===== src/hw/rtl/ldts_pkg.sv =====
// Shared types and constants for the two-wire LED driver serializer.
// No dependencies; imported by ldts_seq and the core top level.
`default_nettype none

package ldts_pkg;

    localparam int NUM_DIGITS    = 4;
    localparam int NUM_IN_DIGITS = 4;
    localparam int FRAME_DEPTH   = 7;
    localparam int IDX_W         = $clog2(FRAME_DEPTH);

    localparam logic [7:0] DATA_CMD  = 8'h40;
    localparam logic [7:0] ADDR_CMD  = 8'hC0;
    localparam logic [7:0] CTRL_BASE = 8'h84;

    localparam logic [3:0] BRIGHTNESS_RESET = 4'd4;
    localparam logic [3:0] FRAME_LEN_SHORT  = 4'd1;
    localparam logic [3:0] FRAME_LEN_DIGITS = 4'(1 + NUM_DIGITS);

    typedef enum logic [1:0] {
        CMD_TICK = 2'd0,
        CMD_SHOW = 2'd1,
        CMD_INIT = 2'd2
    } t_cmd;

    typedef enum logic [2:0] {
        SEG_IDLE  = 3'd0,
        SEG_START = 3'd1,
        SEG_BIT   = 3'd2,
        SEG_ACK   = 3'd3,
        SEG_STOP  = 3'd4
    } t_seg;

    typedef enum logic [1:0] {
        FRAME_CTRL  = 2'd0,
        FRAME_DATA  = 2'd1,
        FRAME_DISP  = 2'd2
    } t_frame;

    typedef logic [NUM_IN_DIGITS-1:0][7:0] t_digits;

    typedef struct packed {
        logic clk_level;
        logic dio_level;
        logic busy_res;
        logic frame_done;
        logic rejected;
    } t_result;

endpackage

`default_nettype wire


===== src/hw/rtl/ldts_seq.sv =====
// Pin-step sequencer: frame state, latched frame bytes and per-request result.
// Depends on ldts_pkg.
`default_nettype none

module ldts_seq
    import ldts_pkg::*;
(
    input  wire logic       i_clk,
    input  wire logic       i_rst_n,
    input  wire logic       i_fire,
    input  wire logic [1:0] i_cmd,
    input  wire t_digits    i_digits,
    input  wire logic [3:0] i_brightness,
    output t_result         o_result
);

    t_seg             r_seg, n_seg;
    logic [1:0]       r_step, n_step;
    logic [3:0]       r_bit_count, n_bit_count;
    logic [IDX_W-1:0] r_byte_index, n_byte_index;
    logic [7:0]       r_shift_byte, n_shift_byte;
    logic             r_clk_pin, n_clk_pin;
    logic             r_dio_pin, n_dio_pin;
    t_frame           r_frame_no, n_frame_no;

    logic [7:0]       r_frame_bytes [FRAME_DEPTH];
    logic [7:0]       n_frame_bytes [FRAME_DEPTH];

    logic             w_busy;
    logic             w_arm;
    logic             w_done;
    logic             w_rej;
    logic [IDX_W-1:0] w_idx_next;
    logic [IDX_W-1:0] w_idx;
    logic [3:0]       w_frame_len;
    logic [7:0]       w_cur_byte;

    assign w_busy     = (r_seg != SEG_IDLE);
    assign w_idx_next = IDX_W'(r_byte_index + 1'b1);
    assign w_idx      = (r_seg == SEG_ACK) ? w_idx_next : r_byte_index;
    assign w_frame_len = (r_frame_no == FRAME_DISP) ? FRAME_LEN_DIGITS : FRAME_LEN_SHORT;

    always_comb begin
        case (r_frame_no)
            FRAME_CTRL: w_cur_byte = 8'(CTRL_BASE + {4'd0, i_brightness});
            FRAME_DATA: w_cur_byte = DATA_CMD;
            default: begin
                if (32'(w_idx) < FRAME_DEPTH) begin
                    w_cur_byte = r_frame_bytes[w_idx];
                end else begin
                    w_cur_byte = 8'h00;
                end
            end
        endcase
    end

    // new frame bytes for an accepted show or init
    always_comb begin
        for (int i = 0; i < FRAME_DEPTH; i++) begin
            n_frame_bytes[i] = 8'h00;
        end
        n_frame_bytes[0] = ADDR_CMD;
        for (int d = 0; d < NUM_IN_DIGITS; d++) begin
            if (i_cmd == CMD_SHOW) begin
                n_frame_bytes[d+1] = i_digits[d];
            end
        end
    end

    always_ff @(posedge i_clk) begin
        if (!i_rst_n) begin
            r_seg        <= SEG_IDLE;
            r_step       <= 2'd0;
            r_bit_count  <= 4'd0;
            r_byte_index <= '0;
            r_shift_byte <= 8'h00;
            r_clk_pin    <= 1'b1;
            r_dio_pin    <= 1'b1;
            r_frame_no   <= FRAME_CTRL;
        end else begin
            r_seg        <= n_seg;
            r_step       <= n_step;
            r_bit_count  <= n_bit_count;
            r_byte_index <= n_byte_index;
            r_shift_byte <= n_shift_byte;
            r_clk_pin    <= n_clk_pin;
            r_dio_pin    <= n_dio_pin;
            r_frame_no   <= n_frame_no;
        end
    end

    always_ff @(posedge i_clk) begin
        if (w_arm) begin
            r_frame_bytes <= n_frame_bytes;
        end
    end

    always_comb begin
        n_seg        = r_seg;
        n_step       = r_step;
        n_bit_count  = r_bit_count;
        n_byte_index = r_byte_index;
        n_shift_byte = r_shift_byte;
        n_clk_pin    = r_clk_pin;
        n_dio_pin    = r_dio_pin;
        n_frame_no   = r_frame_no;
        w_arm        = 1'b0;
        w_done       = 1'b0;
        w_rej        = 1'b0;

        if (i_fire) begin
            case (i_cmd)
                CMD_TICK: begin
                    case (r_seg)
                        SEG_START: begin
                            if (r_step == 2'd0) begin
                                n_clk_pin = 1'b1;
                                n_dio_pin = 1'b1;
                                n_step    = 2'd1;
                            end else begin
                                n_dio_pin    = 1'b0;
                                n_shift_byte = w_cur_byte;
                                n_bit_count  = 4'd0;
                                n_seg        = SEG_BIT;
                                n_step       = 2'd0;
                            end
                        end
                        SEG_BIT: begin
                            if (r_step == 2'd0) begin
                                n_clk_pin = 1'b0;
                                n_dio_pin = r_shift_byte[0];
                                n_step    = 2'd1;
                            end else begin
                                n_clk_pin    = 1'b1;
                                n_shift_byte = r_shift_byte >> 1;
                                n_bit_count  = 4'(r_bit_count + 4'd1);
                                n_step       = 2'd0;
                                if (r_bit_count == 4'd7) begin
                                    n_seg = SEG_ACK;
                                end
                            end
                        end
                        SEG_ACK: begin
                            if (r_step == 2'd0) begin
                                n_clk_pin = 1'b0;
                                n_step    = 2'd1;
                            end else if (r_step == 2'd1) begin
                                n_clk_pin = 1'b1;
                                n_step    = 2'd2;
                            end else begin
                                n_clk_pin    = 1'b0;
                                n_byte_index = w_idx_next;
                                if ({1'b0, w_idx_next} < w_frame_len) begin
                                    n_shift_byte = w_cur_byte;
                                    n_bit_count  = 4'd0;
                                    n_seg        = SEG_BIT;
                                    n_step       = 2'd0;
                                end else begin
                                    n_seg  = SEG_STOP;
                                    n_step = 2'd0;
                                end
                            end
                        end
                        SEG_STOP: begin
                            if (r_step == 2'd0) begin
                                n_clk_pin = 1'b0;
                                n_dio_pin = 1'b0;
                                n_step    = 2'd1;
                            end else if (r_step == 2'd1) begin
                                n_clk_pin = 1'b1;
                                n_step    = 2'd2;
                            end else begin
                                n_dio_pin    = 1'b1;
                                n_step       = 2'd0;
                                n_byte_index = '0;
                                if (r_frame_no == FRAME_CTRL) begin
                                    n_frame_no = FRAME_DATA;
                                    n_seg      = SEG_START;
                                end else if (r_frame_no == FRAME_DATA) begin
                                    n_frame_no = FRAME_DISP;
                                    n_seg      = SEG_START;
                                end else begin
                                    n_seg  = SEG_IDLE;
                                    w_done = 1'b1;
                                end
                            end
                        end
                        default: begin
                            n_seg = SEG_IDLE;
                        end
                    endcase
                end
                CMD_SHOW, CMD_INIT: begin
                    if (w_busy) begin
                        w_rej = 1'b1;
                    end else begin
                        w_arm        = 1'b1;
                        n_frame_no   = (i_cmd == CMD_SHOW) ? FRAME_DATA : FRAME_CTRL;
                        n_byte_index = '0;
                        n_bit_count  = 4'd0;
                        n_seg        = SEG_START;
                        n_step       = 2'd0;
                    end
                end
                default: begin
                end
            endcase
        end

        o_result.clk_level  = n_clk_pin;
        o_result.dio_level  = n_dio_pin;
        o_result.busy_res   = (n_seg != SEG_IDLE);
        o_result.frame_done = w_done;
        o_result.rejected   = w_rej;
    end

endmodule

`default_nettype wire


===== src/hw/rtl/led_driver_two_wire_serializer_core.sv =====
// Top level of the two-wire LED driver serializer: request and result
// registers, brightness register. Depends on ldts_pkg and ldts_seq.
//
// Usage:
//   Requests enter on i_valid/o_ready with i_cmd and i_digit0..3. A tick
//   request advances the clock/data pins by one step; show and init arm a
//   frame sequence. Each request yields exactly one result on
//   o_valid/i_ready carrying the pin levels, busy, frame-done and rejected.
//   Brightness is written through i_cfg_we/i_brightness by the user, only while
//   idle; the block itself does not enforce this.
// Timing:
//   An accepted request waits in the request register and is processed once
//   the result register is free or read; sequencer state and result register
//   update together, and the result is offered from then on. One request per
//   cycle is sustained while i_ready stays high.
//
// Reset (synchronous, active low): pins idle high, sequencer idle,
// brightness 4, both registers empty.
// Receiver stall: the held result blocks processing; the request register
// still takes one more request, after which o_ready drops.
`default_nettype none

module led_driver_two_wire_serializer_core
    import ldts_pkg::*;
(
    input  wire logic       i_clk,
    input  wire logic       i_rst_n,
    input  wire logic       i_valid,
    output logic            o_ready,
    input  wire logic [1:0] i_cmd,
    input  wire logic [7:0] i_digit0,
    input  wire logic [7:0] i_digit1,
    input  wire logic [7:0] i_digit2,
    input  wire logic [7:0] i_digit3,
    input  wire logic       i_cfg_we,
    input  wire logic [3:0] i_brightness,
    output logic            o_valid,
    input  wire logic       i_ready,
    output logic            o_clk_level,
    output logic            o_dio_level,
    output logic            o_busy_res,
    output logic            o_frame_done,
    output logic            o_rejected
);

    logic       r_in_valid;
    logic [1:0] r_in_cmd;
    t_digits    r_in_digits;
    logic       r_out_valid;
    t_result    r_out;
    logic [3:0] r_brightness;

    logic       w_proc;
    t_result    w_result;

    assign w_proc  = r_in_valid && (!r_out_valid || i_ready);
    assign o_ready = !r_in_valid || w_proc;

    always_ff @(posedge i_clk) begin
        if (!i_rst_n) begin
            r_brightness <= BRIGHTNESS_RESET;
        end else if (i_cfg_we) begin
            r_brightness <= i_brightness;
        end
    end

    always_ff @(posedge i_clk) begin
        if (!i_rst_n) begin
            r_in_valid <= 1'b0;
        end else if (o_ready) begin
            r_in_valid <= i_valid;
        end
    end

    always_ff @(posedge i_clk) begin
        if (i_valid && o_ready) begin
            r_in_cmd    <= i_cmd;
            r_in_digits <= {i_digit3, i_digit2, i_digit1, i_digit0};
        end
    end

    ldts_seq u_seq (
        .i_clk        (i_clk),
        .i_rst_n      (i_rst_n),
        .i_fire       (w_proc),
        .i_cmd        (r_in_cmd),
        .i_digits     (r_in_digits),
        .i_brightness (r_brightness),
        .o_result     (w_result)
    );

    always_ff @(posedge i_clk) begin
        if (!i_rst_n) begin
            r_out_valid <= 1'b0;
        end else if (w_proc) begin
            r_out_valid <= 1'b1;
        end else if (i_ready) begin
            r_out_valid <= 1'b0;
        end
    end

    always_ff @(posedge i_clk) begin
        if (w_proc) begin
            r_out <= w_result;
        end
    end

    assign o_valid      = r_out_valid;
    assign o_clk_level  = r_out.clk_level;
    assign o_dio_level  = r_out.dio_level;
    assign o_busy_res   = r_out.busy_res;
    assign o_frame_done = r_out.frame_done;
    assign o_rejected   = r_out.rejected;

endmodule

`default_nettype wire

===== config.mk =====
export PLATFORM = sky130hd
export DESIGN_NAME = led_driver_two_wire_serializer_core
export DESIGN_NICKNAME = d
export VERILOG_FILES = /design/src/hw/rtl/ldts_pkg.sv /design/src/hw/rtl/ldts_seq.sv /design/src/hw/rtl/led_driver_two_wire_serializer_core.sv
export SDC_FILE = /design/constraint.sdc
export NUM_CORES = 1
export LEC_CHECK = 0
export ABC_AREA = 1
export BUFFER_PORTS_ARGS = -buffer_cell sky130_fd_sc_hd__buf_2
export CELL_PAD_IN_SITES_DETAIL_PLACEMENT = 0
export CELL_PAD_IN_SITES_GLOBAL_PLACEMENT = 2
export CORE_UTILIZATION = 32
export DETAILED_ROUTE_END_ITERATION = 8
export GPL_ROUTABILITY_DRIVEN = 0
export GPL_TIMING_DRIVEN = 0
export PLACE_DENSITY = 0.77
export SLEW_MARGIN = 20
export SYNTH_ARGS = -nofsm -noshare
export SYNTH_HDL_FRONTEND = slang
export SYNTH_SLANG_ARGS = --single-unit

===== constraint.sdc =====
create_clock -name i_clk -period 3.35 [get_ports i_clk]
set_input_delay 0.1675 -clock i_clk [delete_from_list [all_inputs] [get_ports i_clk]]
set_output_delay 0.1675 -clock i_clk [all_outputs]
set_load 0.03 [all_outputs]

==> results of run 1 <==
## critical path, cell delays in order (launching register included)
cell and delay, ps:
edfxtp_1 380, inv_1 50, ha_1 450, inv_1 240, nor3_4 700, buf_8 260
## final timing paths
check                                     start                               endpoint  slack [ps]  cells after the start
min reg2reg  u_seq.r_shift_byte[4]$_SDFFE_PN0P_     u_seq.r_shift_byte[4]$_SDFFE_PN0P_         470                      2
max reg2reg               r_in_cmd[0]$_DFFE_PP_  u_seq.r_frame_bytes[20]$_SDFFCE_PN0P_         960                      5
max                       r_in_cmd[0]$_DFFE_PP_  u_seq.r_frame_bytes[20]$_SDFFCE_PN0P_         960                      5
min                             i_brightness[2]           r_brightness[2]$_SDFFE_PN1P_          40                      3
## Yosys cell counts, types with 4 or more instances
library cell    n  area [um^2]
ha_1            7         87.6
clkbuf_1        7         26.3
nor2_1         49          184
buf_2           4         20.0
a211oi_1        5         37.5
edfxtp_1       71         2130
inv_2           6         22.5
a21oi_1        21          105
nand3b_1        5         37.5
dfxtp_1        30          601
nand2_1       152          571
nand3_1        30          150
inv_1          77          289
o21ai_0        14         70.1
nor2_2          4         25.0
## what timing repair did
action	4_1_cts	5_1_grt
resized for setup	0	0
setup buffers	0	0
hold endpoints to repair	34	0
endpoints found under the setup margin	0	0
hold buffers	34	0
## flip-flops by register name, summed over array words and instances (netlist names)
name                 cells
r_in_digits             32
u_seq.r_frame_bytes     32
u_seq.r_shift_byte       8
r_brightness             4
u_seq.r_bit_count        4
u_seq.r_byte_index       3
u_seq.r_seg              3
r_in_cmd                 2
u_seq.r_frame_no         2
u_seq.r_step             2
o_busy_res               1
o_clk_level              1
o_dio_level              1
o_frame_done             1
o_rejected               1
o_valid                  1
r_in_valid               1
u_seq.r_clk_pin          1
u_seq.r_dio_pin          1
## power by group
part / switching (mW) / leakage [nW] / internal [mW]
Combinational: 0.156 / 1.58 / 0.101
Clock: 0.513 / 0.145 / 0.531
Sequential: 0.0195 / 0.932 / 1.39
## cells by family after synthesis
| family | share of synthesized area (%) |
|---|---|
| xor+xnor | 0.380 |
| flops | 59.3 |
| compound gates | 6.60 |
| simple gates | 23.4 |
| fa+ha+maj | 1.90 |
| buf+inv | 8.42 |
## layout by cell type (no fill, tap or decap), types with 4 or more instances in the layout
cell type,count
o21ai_0,14
clkbuf_16,9
nand3b_1,5
a211oi_1,5
buf_2,53
clkbuf_1,7
ha_1,7
inv_1,76
inv_2,7
dfxtp_1,30
nand2_1,152
nand3_1,30
a21oi_1,21
nor2_1,49
nor2_2,4
dlygate4sd3_1,34
edfxtp_1,71
## through the flow
step / setup WS [ps] / cell area (um^2) / util, % / std cells / power [mW]
after global routing: 820 / 5740 / 41.1 / 796 / 2.85
after detailed placement: 942 / 5100 / 36.5 / 746 / 1.67
after CTS: 924 / 5740 / 41.1 / 796 / 2.75
after global placement: 42.9 / 5080 / 36.3 / 745 / 1.66
final: 964 / 5740 / 41.1 / 796 / 2.71
after floorplan: 726 / 4610 / - / 516 / 1.59
## metal layers
layer | track usage (%) | share of wire [%] | vias up
met3 | 3.70 | 3.5 | 15
met4 | 6.10 | 2.0 | 0
met2 | 24.4 | 48 | 59
li1 | - | - | 1853
met1 | 17.3 | 47 | 1558
met5 | 0 | 0 | -
## layout make-up
| class | instances | area [um^2] |
|---|---|---|
| Fill cell | 1427 | 8240 |
| Sequential cell | 101 | 2730 |
| Multi-Input combinational cell | 317 | 1500 |
| Timing Repair Buffer | 84 | 601 |
| Inverter | 84 | 315 |
| Clock buffer | 9 | 225 |
| Tap cell | 180 | 225 |
| Clock inverter | 7 | 75.1 |
| Buffer | 14 | 72.6 |
==> summary.txt, run 1 <==
Detailed routing
  • Via count: 3485
  • Iter 0 DRT Violations: 163
  • ANT nets after route: 0
  • Routed len/inst: 12.1 um
  • DRC: 0
  • Routed wire length: 9650 um
  • DR pass1 iterations: 4
  • Avg Vias per Cell: 4.38

Timing
  • Final hold slack: 41.0 ps
  • Tmin final: 2390 ps
  • Final hold viol count: 0
  • Slew Limit Fails: 0
  • Setup tns final: 0 ps
  • Final setup fails: 0
  • Fin crit share: 71.2%
  • Fmax: 419 MHz
  • Slew margin rel.: 48.5%
  • Worst slew pin tran: 770 ps
  • Worst Skew: 5.51 ps
  • RSZ-0062 raised after global routing: no

Global route
  • Gr usage total: 14.4%
  • Initial antenna violation count: 0
  • Vias in the first global route: 3378
  • Total gr overflow: 0
  • First-pass GRT wire length: 16100 um
  • Largest net degree at the start of global routing: 35

Setup path
  • Kind of critical path: reg -> reg
  • Critical Path RT: 3420 ps
  • Startpoint class of the critical path: flip-flop
  • Critical path peak fanout: 18
  • Crit end category: flip-flop
  • Critical path arrival: 2450 ps

Die
  • DIE WIDTH: 122 um
  • FP Rows: 43
  • Chip height: 122 um
  • I/O pin count: 50
  • Starting Density: 32.9%
  • CORE AREA: 0.0140 mm^2
  • Full die area: 0.0149 mm^2

Clock tree
  • Clock transition at the registers of the reported paths: 70 ps
  • Clock Latency Late Sink: 360 ps
  • H-tree depth: 3
  • CTS buffer count: 9
  • Root buffer cell: clkbuf_16
  • TritonCTS clock tree: done
  • Sink Count: 101
  • Clock Path Buffers: 2

Final layout
  • Layout cells sized above 1: 14.8%
  • Layout overhead on the synthesized area: 24.7%
  • Ant. Diodes: 0
  • Layout net count: 661

Logic synthesis
  • Cells after synthesis: 516
  • Yosys reg bits: 101
  • Syn_nets: 566
  • Async S/R FF share, synth: 0%
  • Main synth FF type: edfxtp_1
  • Yosys cell types: 37
  • Synth warn: 0
  • Post-synth EDFFs: 71
  • Register area share after synthesis: 59.3%
  • Synth Cell Area: 0.00461 mm^2
  • Mean area per synthesized cell: 8.93 um^2

Outcome
  • Status: finished, final reports clean

Power
  • Lkg Pwr: 2.66 nW
  • Max VDD drop: 318 uV
  • PD cells: 472 mW/mm^2

Placed design
  • Final HPWL DP: 6880 um
  • I/O Buffers: 49

Min path
  • Hold Crit Class: in -> reg

Job
  • Max Cap Viol: 0
(Power assumes the default switching activity.)
==> run 2: changes to the inputs <==
==> constraint.sdc (replaced) <==
create_clock -name i_clk -period 2.05 [get_ports i_clk]
set_input_delay 0.1025 -clock i_clk [delete_from_list [all_inputs] [get_ports i_clk]]
set_output_delay 0.1025 -clock i_clk [all_outputs]
set_load 0.03 [all_outputs]
==> run 2 against run 1 <==
Total power increased by 66%; critical path type unchanged; clock power increased by 66%; non-clock buffer count increased by 13; hold slack got worse by 19 ps; final cell count increased by 1.6%; routed wire length increased by 2.0%; largest cell class unchanged; worst setup slack got worse by 890 ps; design area increased by 3.8%; combinational power increased by 81%; highest routed layer unchanged; register-to-register slack got worse by 890 ps; count of clock-buffer cells in the layout unchanged.
==> summary.txt, run 2 (same netlist as run 1, synthesis figures left out) <==
Outcome
  • Status: finished, final reports clean

Setup path
  • Critical Path RT: 2340 ps (-1080 ps)
  • Critical path, cell by cell: ha_4, inv_2, nand2_2, nand2_2, ha_4, a21o_1, nand2_2, nand3_2, or2_4, buf_6, nor2_4, nand2_2, a21oi_2
  • Startpoint class of the critical path: flip-flop
  • Critical path arrival: 2260 ps (-190 ps)
  • Top cell by count, worst path: nand2_2
  • Critical Path Max Stage Delay: 340 ps (-360 ps)
  • Slowest-stage cell, CP: dfxtp_2
  • Critical path peak fanout: 8 (-10)
  • Crit end category: flip-flop
  • Kind of critical path: reg -> reg

Detailed routing
  • Routed wire length: 9850 um (+2.0%)
  • DRC: 0 (unchanged)
  • Iter 0 DRT Violations: 129 (-21%)
  • Avg Vias per Cell: 4.37 (-0.28%)
  • ANT nets after route: 0 (unchanged)
  • Routed len/inst: 12.2 um (+0.37%)
  • Via count: 3532 (+1.3%)
  • DR pass1 iterations: 4 (unchanged)

Placed design
  • Placed inst area: 0.00512 mm^2 (+0.25%)
  • I/O Buffers: 49 (unchanged)
  • Final HPWL DP: 6800 um (-1.2%)

Timing
  • Slew Limit Fails: 0 (unchanged)
  • Setup tns final: 0 ps (unchanged)
  • Worst slew pin tran: 691 ps (-79.5 ps)
  • Slew margin rel.: 53.9% (+5.4 points)
  • RSZ-0062 raised after global routing: yes
  • Final setup fails: 0 (unchanged)
  • Worst Skew: 6.35 ps (+0.836 ps)
  • Tmin final: 1980 ps (-408 ps)
  • Fmax: 506 MHz (+21%)
  • Fin crit share: 96.5% (+25 points)
  • Final hold viol count: 0 (unchanged)
  • Final hold slack: 22.4 ps (-18.6 ps)

Die
  • Starting Density: 32.9% (unchanged)
  • FP Rows: 43 (unchanged)
  • DIE WIDTH: 122 um (unchanged)
  • I/O pin count: 50 (unchanged)
  • Full die area: 0.0149 mm^2 (unchanged)
  • CORE AREA: 0.0140 mm^2 (unchanged)
  • Chip height: 122 um (unchanged)

Power
  • PD cells: 755 mW/mm^2 (+60%)
  • Lkg Pwr: 2.73 nW (+2.8%)
  • Int Power: 3.34 mW (+65%)
  • Logic gate share of total power: 10.3% (+0.8 points)
  • Power after layout: 4.50 mW (+66%)
  • Max VDD drop: 639 uV (+100%)
  • Clk network pwr share: 38.5% (about the same)
  • Switching portion of total power: 25.8% (+0.38 points)
  • Reg power frac: 51.2% (-0.8 points)
  • Sw power: 1.16 mW (+69%)

Final layout
  • Layout net count: 674 (+2.0%)
  • Layout cells sized above 1: 19.7% (+4.9 points)
  • Final Util: 42.6% (+1.6 points)
  • Filler cells: 1402 (-1.8%)
  • Most frequent cells in the layout: 144 x nand2_1, 73 x inv_1, 71 x edfxtp_1
  • Ant. Diodes: 0 (unchanged)
  • Reg area: 0.00274 mm^2 (+0.18%)
  • Layout overhead on the synthesized area: 29.5%
  • Biggest regs: r_in_digits: 32 flops, u_seq.r_frame_bytes: 32 flops, u_seq.r_shift_byte: 8 flops
  • Area of the multi-input gates: 0.00159 mm^2 (+5.9%)
  • Final Cell Area: 0.00596 mm^2 (+3.8%)
  • Commonest non-fill, non-tap cell in the layout: nand2_1

Global route
  • Initial antenna violation count: 0 (unchanged)
  • Total gr overflow: 0 (unchanged)
  • First-pass GRT wire length: 16300 um (+1.2%)
  • Vias in the first global route: 3414 (+1.1%)
  • Largest net degree at the start of global routing: 35 (unchanged)
  • Gr usage total: 14.6% (+0.15 points)

Clock tree
  • Clock Path Buffers: 2 (unchanged)
  • Sink Count: 101 (unchanged)
  • CTS buffer count: 9 (unchanged)
  • Clock transition at the registers of the reported paths: 70 ps (about the same)
  • Root buffer cell: clkbuf_16
  • Clock Latency Late Sink: 350 ps (about the same)
  • TritonCTS clock tree: done
  • H-tree depth: 3 (unchanged)

Min path
  • Hold Crit Class: in -> reg

Job
  • Max Cap Viol: 0 (unchanged)
## run 2: cell count changes in the layout (fill, tap and decap cells not counted), moves of 4 or more
cell / before / now
nand2_1: 152 / 144
nand2_2: 1 / 9
buf_4: 2 / 11
dfxtp_2: 0 / 4
dfxtp_1: 30 / 26
## run 2: timing repair
item | in CTS | in global routing
gates cloned | 1 | 0
setup buffers | 6 | 4
endpoints found under the hold margin | 37 | 0
gates resized for setup | 7 | 18
pin swaps | 4 | 8
endpoints found under the setup margin | 30 | 13
hold buffers | 37 | 0
## run 2: stage by stage
| stage | setup slack (ps) | std cells |
|---|---|---|
| after CTS | -1.42 | 805 |
| after global placement | -356 | 745 |
| final | 72.2 | 809 |
| after floorplan | 20.3 | 516 |
| after detailed placement | -218 | 746 |
| after global routing | -31.4 | 809 |
## run 2: final timing paths
path	start	to	slack (ps)	cells after the start
max	u_seq.r_byte_index[1]$_SDFFE_PN0P_	u_seq.r_shift_byte[6]$_SDFFE_PN0P_	70	13
min	i_cfg_we	r_brightness[2]$_SDFFE_PN1P_	20	3
max reg2reg	u_seq.r_byte_index[1]$_SDFFE_PN0P_	u_seq.r_shift_byte[6]$_SDFFE_PN0P_	70	13
min reg2reg	u_seq.r_shift_byte[4]$_SDFFE_PN0P_	u_seq.r_shift_byte[4]$_SDFFE_PN0P_	470	2
## run 2: cell type report
| type | instances | share of cell area [%] |
|---|---|---|
| Sequential cell | 101 | 45.9 |
| Multi-Input combinational cell | 317 | 26.6 |
| Timing Repair Buffer | 98 | 12.1 |
| Inverter | 84 | 5.29 |
| Clock buffer | 9 | 3.78 |
| Tap cell | 180 | 3.78 |
| Clock inverter | 7 | 1.41 |
| Buffer | 13 | 1.13 |
## run 2: per-layer routing
layer,up-vias,wire (um),global-route usage [%]
met5,-,0,0
li1,1874,-,-
met3,12,383,4.35
met2,67,4650,24.0
met1,1579,4630,18.0
met4,0,187,5.17
## run 2: power groups by stage
stage	clock network [mW]	registers, mW	logic, mW
after floorplan	0	2.35	0.245
after global placement	0	2.35	0.373
after detailed placement	0	2.35	0.381
after CTS	1.78	2.30	0.453
after global routing	1.86	2.31	0.527
final	1.73	2.31	0.465
## run 2: critical path, delay by kind of cell, from the launching register on
| family | cells | cell delay [ps] |
|---|---|---|
| flops | 1 | 340 |
| fa+ha+maj | 2 | 350 |
| compound gates | 2 | 320 |
| simple gates | 7 | 700 |
| buf+inv | 2 | 190 |
